## src/spe_pkg.sv

```systemverilog
`default_nettype none
// ----------------------------------------------------------------------------
// spe_pkg
// Shared types and constants for the shortest path engine.
// ----------------------------------------------------------------------------
package spe_pkg;

	typedef enum logic [1:0] {
		OP_ADD   = 2'd0,
		OP_CLEAR = 2'd1,
		OP_QUERY = 2'd2,
		OP_NONE  = 2'd3
	} op_t;

	localparam int DIST_BITS = 24;
	localparam logic [DIST_BITS-1:0] DIST_MAX = '1;

	typedef struct packed {
		op_t        op;
		logic [7:0] a;
		logic [7:0] b;
		logic [15:0] w;
	} cmd_t;

	typedef enum logic [4:0] {
		S_IDLE,
		S_ADD1,
		S_ADD2,
		S_CLR,
		S_QINIT,
		S_QSEED,
		S_POP0,
		S_POP1,
		S_POP2,
		S_SIFT_RD,
		S_SIFT_CMP,
		S_NODE_RD,
		S_NODE_CHK,
		S_EDGE_RD,
		S_EDGE_DST,
		S_EDGE_CHK,
		S_PUSH_RD,
		S_PUSH_CMP,
		S_RESULT_RD,
		S_RESULT,
		S_OUT
	} bstate_t;

endpackage : spe_pkg
`default_nettype wire

```

## src/spe_if.sv

```systemverilog
`default_nettype none
// ----------------------------------------------------------------------------
// spe_in_if / spe_out_if
// Valid/ready channels that carry commands in and query results out.
// ----------------------------------------------------------------------------
interface spe_in_if;
	logic        valid;
	logic        ready;
	logic [1:0]  opcode;
	logic [7:0]  node_a;
	logic [7:0]  node_b;
	logic [15:0] weight;
	modport source (output valid, opcode, node_a, node_b, weight, input ready);
	modport sink (input valid, opcode, node_a, node_b, weight, output ready);
endinterface

`default_nettype wire

```

## src/spe_front.sv

```systemverilog
`default_nettype none
// ----------------------------------------------------------------------------
// spe_front
// Accepts commands, drops unused opcodes and queues the rest in a short FIFO.
// ----------------------------------------------------------------------------
module spe_front
	import spe_pkg::*;
(
	input  wire   clk,
	input  wire   arst_n,
	spe_in_if.sink in_ch,
	output cmd_t  cmd,
	output logic  cmd_valid,
	input  wire   cmd_take
);
	cmd_t       fifo_q [2];
	logic [1:0] cnt_q;
	logic       wp_q, rp_q;
	logic       push;

	assign in_ch.ready = (cnt_q != 2'd2);
	assign push = in_ch.valid && in_ch.ready && (op_t'(in_ch.opcode) != OP_NONE);
	assign cmd_valid = (cnt_q != 2'd0);
	assign cmd = fifo_q[rp_q];

	always_ff @(posedge clk) begin
		if (push) begin
			fifo_q[wp_q] <= '{op: op_t'(in_ch.opcode), a: in_ch.node_a,
				b: in_ch.node_b, w: in_ch.weight};
		end
	end

	always_ff @(posedge clk or negedge arst_n) begin
		if (!arst_n) begin
			cnt_q <= '0;
			wp_q <= 1'b0;
			rp_q <= 1'b0;
		end else begin
			if (push) wp_q <= ~wp_q;
			if (cmd_take) rp_q <= ~rp_q;
			cnt_q <= cnt_q + {1'b0, push} - {1'b0, cmd_take};
		end
	end

`ifndef SYNTHESIS
	a_no_under: assert property (@(posedge clk) disable iff (!arst_n)
		cmd_take |-> cmd_valid) else $error("take from empty queue");
	a_no_over: assert property (@(posedge clk) disable iff (!arst_n)
		cnt_q != 2'd3) else $error("queue count out of range");
	a_full_stall: assert property (@(posedge clk) disable iff (!arst_n)
		(cnt_q == 2'd2) |-> !in_ch.ready) else $error("ready while full");
`endif
endmodule
`default_nettype wire

```

## src/flat_wrapper.sv

```systemverilog
// flat-port wrapper written by rule: the top's interface ports become plain ports
module spe_front_flat import spe_pkg::*;
  (clk, arst_n, cmd, cmd_valid, cmd_take, in_ch_valid, in_ch_opcode, in_ch_node_a, in_ch_node_b, in_ch_weight, in_ch_ready);
  spe_in_if in_ch_i ();
  input  wire clk;
  input  wire arst_n;
  output cmd_t cmd;
  output logic cmd_valid;
  input  wire cmd_take;
  input wire logic [$bits(in_ch_i.valid)-1:0] in_ch_valid;
  input wire logic [$bits(in_ch_i.opcode)-1:0] in_ch_opcode;
  input wire logic [$bits(in_ch_i.node_a)-1:0] in_ch_node_a;
  input wire logic [$bits(in_ch_i.node_b)-1:0] in_ch_node_b;
  input wire logic [$bits(in_ch_i.weight)-1:0] in_ch_weight;
  output wire logic [$bits(in_ch_i.ready)-1:0] in_ch_ready;
  assign in_ch_i.valid = in_ch_valid;
  assign in_ch_i.opcode = in_ch_opcode;
  assign in_ch_i.node_a = in_ch_node_a;
  assign in_ch_i.node_b = in_ch_node_b;
  assign in_ch_i.weight = in_ch_weight;
  assign in_ch_ready = in_ch_i.ready;
  spe_front u_core (.clk(clk), .arst_n(arst_n), .in_ch(in_ch_i), .cmd(cmd), .cmd_valid(cmd_valid), .cmd_take(cmd_take));
endmodule
```

## config.mk

```make
export PLATFORM = sky130hd
export DESIGN_NAME = spe_front_flat
export DESIGN_NICKNAME = d
export VERILOG_FILES = /design/src/spe_pkg.sv /design/src/spe_if.sv /design/src/spe_front.sv /design/src/flat_wrapper.sv
export SDC_FILE = /design/constraint.sdc
export NUM_CORES = 1
export LEC_CHECK = 0
export CORE_MARGIN = 2
export CORE_UTILIZATION = 30
export DETAILED_ROUTE_END_ITERATION = 16
export DONT_BUFFER_PORTS = 1
export SLEW_MARGIN = 20
export SYNTH_ARGS = -nofsm -noshare
export SYNTH_HDL_FRONTEND = slang
export SYNTH_SLANG_ARGS = --single-unit
```

## constraint.sdc

```tcl
create_clock -name clk -period 5.1 [get_ports clk]
set_input_delay 0.255 -clock clk [delete_from_list [all_inputs] [get_ports clk]]
set_output_delay 0.255 -clock clk [all_outputs]
set_load 0.03 [all_outputs]
```

==> impl_metrics.env, run 1 <==
export IMPL_die_w_um=101
export IMPL_final_core_utilization_pct=37.4
export IMPL_core_mm2=0.00915
export IMPL_critPathRequiredTime_ps=4850
export IMPL_cp_arrival_ps=1920
export IMPL_tritoncts="built"
export IMPL_setup_viol=0
export IMPL_yosysWarnings=0
export IMPL_synth_cell_types=16
export IMPL_floorplan_initialDensity_pct=30.7
export IMPL_wirelength_um=4700
export IMPL_path_max_fanout=35
export IMPL_root_buffer="clkbuf_8"
export IMPL_first_global_vias=1403
export IMPL_synth_fa_ha_area_share_pct=0.445
export IMPL_synth_compound_area_share_pct=0
export IMPL_syn_inst=125
export IMPL_worstMarginPinSlew_ps=1060
export IMPL_clockBufferDepth=2
export IMPL_grt_pass1_wl_um=7290
export IMPL_numCtsBuffers=9
export IMPL_path_cells="mux2_2"
export IMPL_first_pass_iters=4
export IMPL_power_internal_w=0.00120
export IMPL_ir_drop_mv=0.417
export IMPL_final_max_slew_viol_count=0
export IMPL_fmax_ghz=0.461
export IMPL_overflow=0
export IMPL_p_sw_w=0.000686
export IMPL_combPwrFrac_pct=33.6
export IMPL_io_pin_count=74
export IMPL_path_buf_inv=0
export IMPL_ys_seq_area_share_pct=76.1
export IMPL_final_common_cell="edfxtp_1"
export IMPL_antenna_found_initial=0
export IMPL_yosys_area_share_simple_pct=1.60
export IMPL_final_cell_mix="68 x edfxtp_1, 36 x dlygate4sd3_1, 29 x mux2_4"
export IMPL_rr_startpoint="u_core.cnt_q[1]"
export IMPL_nNetsFinal=207
export IMPL_netlist_area_mm2=0.00281
export IMPL_drt_iter0_markers=57
export IMPL_grt_setup_unrepaired="no"
export IMPL_vias=1242
export IMPL_viasPerCell=4.37
export IMPL_synthMuxAreaShare_pct=17.5
export IMPL_end_kind="output pin"
export IMPL_num_antenna_cells=0
export IMPL_drcViolationCount=0
export IMPL_synth_ff_latch_count=72
export IMPL_portBuffers=0
export IMPL_hold_class="in -> reg"
export IMPL_pwr_share_seq_pct=47.0
export IMPL_critPathTopFamily="flip-flops"
export IMPL_place_gp_congestion=0.645
export IMPL_crit_type="reg -> out"
export IMPL_swShare_pct=36.3
export IMPL_syn_nets=164
export IMPL_avgSynthCellArea_um2=22.5
export IMPL_power_density_mw_per_mm2=552
export IMPL_synth_xor_area_share_pct=1.56
export IMPL_relSlewSlack_pct=29.5
export IMPL_rows=35
export IMPL_cts_sinks=72
export IMPL_clkSlewWorstSetupHoldPaths_ps=70
export IMPL_clkPwrFrac_pct=19.4
export IMPL_wire_per_inst_um=16.6
export IMPL_htree_num_levels=3
export IMPL_skew_ps=6.55
export IMPL_clk_latency_ps=330
export IMPL_synth_top_family_by_area="multiplexers"
export IMPL_finalCritPeriodShare_pct=42.6
export IMPL_post_cts_repair_setup_buffers=0
export IMPL_slowest_delay_ps=1070
export IMPL_hp_start="in_ch_valid"
export IMPL_start_kind="register"
export IMPL_p_leak_nw=1.22
export IMPL_fin_crit_ps=2170
export IMPL_final_hold_viol_count=0
export IMPL_fin_tns_setup_ps=0
export IMPL_die_y_um=101
export IMPL_ant_nets=0
export IMPL_grt_max_degree=36
export IMPL_crit_path_start="u_core.rp_q"
export IMPL_die_area_mm2=0.0102
export IMPL_max_cap_violations=0
export IMPL_areaGrowthSynthToFinish_pct=21.6
export IMPL_cpMaxStageDelayCell="dfrtp_2"
export IMPL_groute_usage_overall_pct=9.90
export IMPL_layout_drive_gt1_share_pct=31.2
export IMPL_run_status="complete, no violations"
export IMPL_totalPowerFinal_w=0.00189
==> logic make-up after synthesis <==
kind of cell	count (synthesis)
flops	72
simple gates	7
buf+inv	6
mux	34
xor+xnor	5
fa+ha+maj	1
==> registers in the layout, summed over array words and instances (netlist names) <==
name	count
u_core.cnt_q	2
u_core.fifo_q	68
u_core.wp_q	1
u_core.rp_q	1
==> synth_stat cells, drive strengths merged <==
cell,n,area share (%)
edfxtp,68,73
mux2,34,17
buf,4,2.5
dfrtp,4,3.6
xor2,3,0.93
inv,2,0.27
nor2,2,0.27
xnor2,2,0.62
ha,1,0.44
nand2,1,0.13
nand2b,1,0.49
nand3,1,0.18
nand4b,1,0.31
or2,1,0.22
==> power groups by stage <==
stage / sequential (W) / combinational, W / clock (W)
finish: 0.000887 / 0.000634 / 0.000367
global route: 0.000905 / 0.000667 / 0.000410
CTS: 0.000892 / 0.000645 / 0.000384
detailed placement: 0.000906 / 0.000617 / 0
global placement: 0.000893 / 0.000605 / 0
floorplan: 0.000821 / 0.000661 / 0
==> worst paths after layout <==
kind	endpoint	slack, ps	depth (start not counted)
max reg2reg	u_core.fifo_q[1][20]	2970	3
max	cmd[33]	2930	1
min	u_core.cnt_q[1]	120	2
max in group asynchronous	u_core.rp_q	4730	1
min reg2reg	u_core.wp_q	570	1
min in group asynchronous	u_core.cnt_q[1]	190	1
==> metrics by stage <==
step / hold slack [ps] / setup WS [ps] / area, µm² / cells
global placement: -40.5 / 3120 / 2900 / 232
detailed placement: -40.5 / 2950 / 2900 / 232
CTS: 95.7 / 2850 / 3420 / 284
global route: 100 / 2800 / 3420 / 284
floorplan: -40.6 / 2490 / 2810 / 125
finish: 118 / 2930 / 3420 / 284
==> per-layer routing <==
layer  track usage (%)  vias up  wire (µm)  part of all wire, %
met4              3.48        0         57                  1.2
met5                 0        -          0                    0
li1                  -      567          -                    -
met1              9.59      619       1700                   36
met2              17.2       49       2470                   52
met3              6.03        7        481                   10
==> layout make-up <==
type                    count  area, µm²
clock buffers              10        128
multi-input cells          47        608
fillers                   830       5730
inverters                   2       7.51
clock inverters             6       36.3
well taps                 111        139
repair buffers             36        360
flip-flops and latches     72       2140
==> repair_timing <==
item                                   CTS  global route
endpoints found under the hold margin   73             0
gates resized for setup                  0             0
hold buffers                            36             0
(Power assumes the default switching activity.)
==> run 2, diff against run 1 <==
==> constraint.sdc (replaced) <==
create_clock -name clk -period 1.88 [get_ports clk]
set_input_delay 0.094 -clock clk [delete_from_list [all_inputs] [get_ports clk]]
set_output_delay 0.094 -clock clk [all_outputs]
set_load 0.03 [all_outputs]
==> run 2 against run 1 <==
  * Worst setup slack worse by 2800 ps
  * Highest routed layer unchanged
  * Sequential cell count stayed put
  * Sequential power grew to 2.6 times the previous value
  * Count of clock-buffer cells in the layout is 1 lower
  * Via count hardly changed
  * Total power grew to 3.0 times the previous value
  * First-iteration DRC count is 21% lower
  * Design area is 5.2% higher
  * Hold slack worse by 100 ps
  * Critical path type unchanged
  * Core utilization is 1.9 points higher
  * Global-route usage is 0.30 points lower
==> impl_metrics.env, run 2 (same netlist as run 1, synthesis figures left out) <==
export IMPL_regMostFlops="u_core.fifo_q"
export IMPL_cp_arrival_ps=1640
export IMPL_combPwrFrac_pct=33.5
export IMPL_core_mm2=0.00915
export IMPL_htree_num_levels=3
export IMPL_p_leak_nw=1.30
export IMPL_p_sw_w=0.00187
export IMPL_first_global_vias=1367
export IMPL_drcViolationCount=0
export IMPL_setup_viol=0
export IMPL_die_area_mm2=0.0102
export IMPL_fill_cells=792
export IMPL_die_w_um=101
export IMPL_run_status="complete, no violations"
export IMPL_relSlewSlack_pct=70.4
export IMPL_clockBufferDepth=2
export IMPL_root_buffer="clkbuf_8"
export IMPL_wirelength_um=4670
export IMPL_pwr_share_seq_pct=39.9
export IMPL_rows=35
export IMPL_hp_start="cmd_take"
export IMPL_groute_usage_overall_pct=9.60
export IMPL_skew_ps=7.25
export IMPL_areaGrowthSynthToFinish_pct=27.9
export IMPL_first_pass_iters=4
export IMPL_worstMarginPinSlew_ps=445
export IMPL_post_cts_repair_setup_buffers=0
export IMPL_power_internal_w=0.00387
export IMPL_timing_hold_ws_ps=13.9
export IMPL_final_max_slew_viol_count=0
export IMPL_start_kind="register"
export IMPL_finalCritPeriodShare_pct=92.0
export IMPL_clk_latency_ps=320
export IMPL_fin_tns_setup_ps=0
export IMPL_largest_reg_flops=68
export IMPL_grt_setup_unrepaired="no"
export IMPL_final_common_cell="edfxtp_1"
export IMPL_portBuffers=0
export IMPL_clkPwrFrac_pct=26.6
export IMPL_rr_startpoint="u_core.cnt_q[1]"
export IMPL_ir_drop_mv=0.949
export IMPL_hold_class="in -> reg"
export IMPL_floorplan_initialDensity_pct=30.7
export IMPL_layout_drive_gt1_share_pct=33.1
export IMPL_tritoncts="built"
export IMPL_power_density_mw_per_mm2=1600
export IMPL_ctsResizeCount=0
export IMPL_fin_crit_ps=1730
export IMPL_largestRegisters="u_core.fifo_q: 68 flops, u_core.cnt_q: 2 flops"
export IMPL_place_gp_congestion=0.718
export IMPL_end_kind="output pin"
export IMPL_grt_max_degree=24
export IMPL_io_pin_count=74
export IMPL_swShare_pct=32.6
export IMPL_multiInputGateArea_um2=608
export IMPL_ant_nets=0
export IMPL_max_cap_violations=0
export IMPL_cts_sinks=72
export IMPL_nNetsFinal=213
export IMPL_grt_pass1_wl_um=7170
export IMPL_numCtsBuffers=9
export IMPL_final_cell_mix="68 x edfxtp_1, 37 x dlygate4sd3_1, 29 x mux2_4"
export IMPL_path_max_fanout=22
export IMPL_critPathRequiredTime_ps=1790
export IMPL_final_hold_viol_count=0
export IMPL_num_antenna_cells=0
export IMPL_cts_hold_buf=37
export IMPL_overflow=0
export IMPL_die_y_um=101
export IMPL_seq_area_mm2=0.00214
export IMPL_wire_per_inst_um=16.1
export IMPL_dp_hpwl_um=3010
export IMPL_drt_iter0_markers=45
export IMPL_crit_path_start="u_core.rp_q"
export IMPL_clkSlewWorstSetupHoldPaths_ps=70
export IMPL_fmax_ghz=0.578
export IMPL_crit_type="reg -> out"
export IMPL_vias=1243
export IMPL_antenna_found_initial=0
export IMPL_viasPerCell=4.30
==> run 2: changes by cell type in the layout (fill, tap and decap cells not counted) <==
cell	before	now
buf_12	0	3
buf_4	0	2
bufinv_16	0	4
clkbuf_1	1	0
clkinv_2	4	1
clkinv_4	1	0
dlygate4sd3_1	36	37
==> run 2: stage by stage <==
stage	instance area [µm²]	instances	setup WS [ps]	utilization (%)	total power (W)
5_1_grt	3600	289	74.5	39.3	0.00598
6_report	3600	289	151	39.3	0.00574
4_1_cts	3600	289	119	39.3	0.00582
3_3_place_gp	2970	237	351	32.5	0.00417
2_1_floorplan	2820	125	-201	-	0.00402
3_5_place_dp	2970	237	277	32.5	0.00422
==> run 2: power groups by stage <==
| stage | registers [W] | clock network [W] | logic (W) |
|---|---|---|---|
| 6_report | 0.00229 | 0.00153 | 0.00193 |
| 5_1_grt | 0.00232 | 0.00163 | 0.00203 |
| 4_1_cts | 0.00229 | 0.00156 | 0.00197 |
| 3_5_place_dp | 0.00232 | 0 | 0.00189 |
| 3_3_place_gp | 0.00230 | 0 | 0.00186 |
| 2_1_floorplan | 0.00222 | 0 | 0.00180 |
==> run 2: critical path: stages, from the launching register on <==
cell and delay, ps:
dfrtp_2 650, buf_12 260, mux2_4 380
==> run 2: path summary, 6_finish.rpt <==
kind	endpoint	slack (ps)	depth (start not counted)
worst max-delay path	cmd[9]	150	2
worst min-delay path	u_core.cnt_q[0]	10	2
worst max register to register	u_core.fifo_q[0][13]	260	4
worst min register to register	u_core.wp_q	550	1
max in group asynchronous	u_core.rp_q	1670	1
min in group asynchronous	u_core.cnt_q[0]	30	1
==> run 2: layout make-up <==
type	instances	share of cell area, %
flip-flops and latches	72	59.5
multi-input cells	47	16.9
repair buffers	42	12.4
well taps	111	3.86
clock inverters	6	3.68
clock buffers	9	3.44
inverters	2	0.209
==> run 2: per-layer routing <==
| layer | up-vias | routed length (µm) | track usage [%] |
|---|---|---|---|
| li1 | 579 | - | - |
| met1 | 609 | 1860 | 10.3 |
| met2 | 48 | 2410 | 16.6 |
| met3 | 7 | 326 | 4.72 |
| met4 | 0 | 61 | 2.85 |
| met5 | - | 0 | 0 |
==> run 3, diff against run 2 <==
--- a/config.mk
+++ b/config.mk
@@ -5,6 +5,7 @@
 export SDC_FILE = /design/constraint.sdc
 export NUM_CORES = 1
 export LEC_CHECK = 0
+export ABC_AREA = 1
 export CORE_MARGIN = 2
 export CORE_UTILIZATION = 30
 export DETAILED_ROUTE_END_ITERATION = 16
==> run 3 against run 2 <==
  * Worst setup slack improved by 150 ps
  * Clock power is 27% lower
  * Global-route usage rose by 0.17 points
  * Sequential share of layout area grew 0.61 points
  * Routed wire length increased by 1.3%
  * Non-clock buffer count grew 2
  * Critical endpoint is now cmd[1]
  * Highest routed layer unchanged
==> impl_metrics.env, run 3 <==
export IMPL_final_hold_viol_count=0
export IMPL_groute_usage_overall_pct=9.77
export IMPL_skew_ps=9.86
export IMPL_first_global_vias=1417
export IMPL_dp_hpwl_um=3380
export IMPL_fin_area_mm2=0.00356
export IMPL_ctsResizeCount=0
export IMPL_floorplan_initialDensity_pct=30.7
export IMPL_clk_latency_ps=330
export IMPL_yosysTopAreaCellShare_pct=72.4
export IMPL_start_kind="register"
export IMPL_final_max_slew_viol_count=0
export IMPL_first_pass_iters=3
export IMPL_synth_common_cells="68 x edfxtp_1, 29 x mux2_4, 5 x mux2_2, 5 x nand2_1"
export IMPL_grt_max_degree=21
export IMPL_netlist_area_mm2=0.00282
export IMPL_io_pin_count=74
export IMPL_ir_drop_mv=0.451
export IMPL_synth_cell_types=14
export IMPL_fin_crit_ps=1580
export IMPL_tritoncts="built"
export IMPL_vias=1271
export IMPL_ys_async_sr_fraction_pct=5.56
export IMPL_place_area_mm2=0.00301
export IMPL_grt_pass1_wl_um=7150
export IMPL_path_max_fanout=19
export IMPL_final_core_utilization_pct=38.7
export IMPL_synth_top_area_cell="edfxtp_1"
export IMPL_die_area_mm2=0.0102
export IMPL_htree_num_levels=3
export IMPL_viasPerCell=4.28
export IMPL_clockBufferDepth=2
export IMPL_crit_type="reg -> out"
export IMPL_ant_nets=0
export IMPL_critPathRequiredTime_ps=1790
export IMPL_end_kind="output pin"
export IMPL_final_common_cell="edfxtp_1"
export IMPL_rows=35
export IMPL_wire_per_inst_um=15.9
export IMPL_cts_sinks=72
export IMPL_fin_tns_setup_ps=0
export IMPL_hold_class="in -> async"
export IMPL_relSlewSlack_pct=78.4
export IMPL_largest_reg_flops=68
export IMPL_die_y_um=101
export IMPL_max_cap_violations=0
export IMPL_run_status="complete, no violations"
export IMPL_root_buffer="clkbuf_8"
export IMPL_syn_nets=169
export IMPL_grt_setup_unrepaired="no"
export IMPL_setup_viol=0
export IMPL_r2r_slack_ps=500
export IMPL_core_mm2=0.00920
export IMPL_crit_path_start="u_core.rp_q"
export IMPL_cp_arrival_ps=1480
export IMPL_worstMarginPinSlew_ps=324
export IMPL_power_density_mw_per_mm2=1500
export IMPL_final_cell_mix="68 x edfxtp_1, 37 x dlygate4sd3_1, 29 x mux2_4"
export IMPL_yosys_cell_count_top_type="edfxtp_1"
export IMPL_numCtsBuffers=9
export IMPL_layout_drive_gt1_share_pct=33.3
export IMPL_die_w_um=101
export IMPL_ys_seq_area_share_pct=76.0
export IMPL_num_antenna_cells=0
export IMPL_synth_enable_flop_cells=68
export IMPL_portBuffers=0
export IMPL_regMostFlops="u_core.fifo_q"
export IMPL_drcViolationCount=0
export IMPL_synth_ff_latch_count=72
export IMPL_p_leak_nw=1.30
export IMPL_largestRegisters="u_core.fifo_q: 68 flops, u_core.cnt_q: 2 flops"
export IMPL_clkSlewWorstSetupHoldPaths_ps=80
export IMPL_rr_startpoint="u_core.cnt_q[1]"
export IMPL_synth_area_leaders="edfxtp_1 72%, mux2_4 15%, dfrtp_1 3.5%"
export IMPL_nNetsFinal=220
export IMPL_place_gp_congestion=0.659
export IMPL_finalCritPeriodShare_pct=83.9
export IMPL_fmax_ghz=0.634
export IMPL_syn_inst=130
export IMPL_drt_iter0_markers=31
export IMPL_areaGrowthSynthToFinish_pct=26.4
export IMPL_antenna_found_initial=0
export IMPL_synth_main_ff_cell="edfxtp_1"
export IMPL_yosysWarnings=0
export IMPL_avgSynthCellArea_um2=21.7
export IMPL_wirelength_um=4730
export IMPL_overflow=0
run 3: critical path: stages, from the launching register on:
cell and delay [ps]:
dfrtp_2 360, buf_4 310, mux2_2 470
run 3: worst paths after layout:
path | endpoint | depth (start not counted)
min in group clk | u_core.cnt_q[0] | 2
worst max-delay path | cmd[1] | 2
worst min register to register | u_core.cnt_q[1] | 3
worst max register to register | u_core.fifo_q[0][32] | 4
worst min-delay path | u_core.cnt_q[1] | 1
max in group asynchronous | u_core.rp_q | 1
run 3: per-layer routing:
| metal | up-vias | part of all wire, % | track usage (%) |
|---|---|---|---|
| li1 | 598 | - | - |
| met1 | 623 | 35 | 9.62 |
| met2 | 43 | 55 | 16.8 |
| met3 | 7 | 9.0 | 4.79 |
| met4 | 0 | 1.5 | 5.30 |
| met5 | - | 0 | 0 |
run 3: logic make-up after synthesis:
| logic type | share of synthesized area (%) |
|---|---|
| mux | 17.4 |
| simple gates | 1.86 |
| buf+inv | 3.06 |
| fa+ha+maj | 0.444 |
| flops | 76.0 |
| xor+xnor | 1.24 |
run 3: layout make-up:
| cell class | instances | area (µm²) |
|---|---|---|
| clock buffers | 9 | 124 |
| multi-input cells | 50 | 607 |
| repair buffers | 44 | 473 |
| fillers | 817 | 5630 |
| inverters | 4 | 15.0 |
| flip-flops and latches | 72 | 2140 |
| clock inverters | 7 | 62.6 |
| well taps | 111 | 139 |
run 3: power by group:
group          switching, W  internal [W]  total (W)  leakage [nW]
Combinational       0.00128      0.000765    0.00205         0.534
Clock              0.000603      0.000505    0.00111        0.0927
Sequential        0.0000857       0.00211    0.00219         0.673
Total               0.00197       0.00338    0.00535          1.30
run 3: stage by stage:
stage,worst slack [ps],std cells,hold WS [ps],total power (W)
after detailed placement,505,244,-201,0.00423
after global placement,555,244,-201,0.00419
after CTS,270,297,12.8,0.00542
after global routing,211,297,26.0,0.00561
after floorplan,-306,130,-202,0.00401
final,303,297,25.7,0.00535
run 3: repair_timing:
action | 4_1_cts | 5_1_grt
buffers inserted | 0 | 0
hold buffers | 37 | 0
endpoints found under the hold margin | 74 | 0
endpoints found under the setup margin | 0 | 0
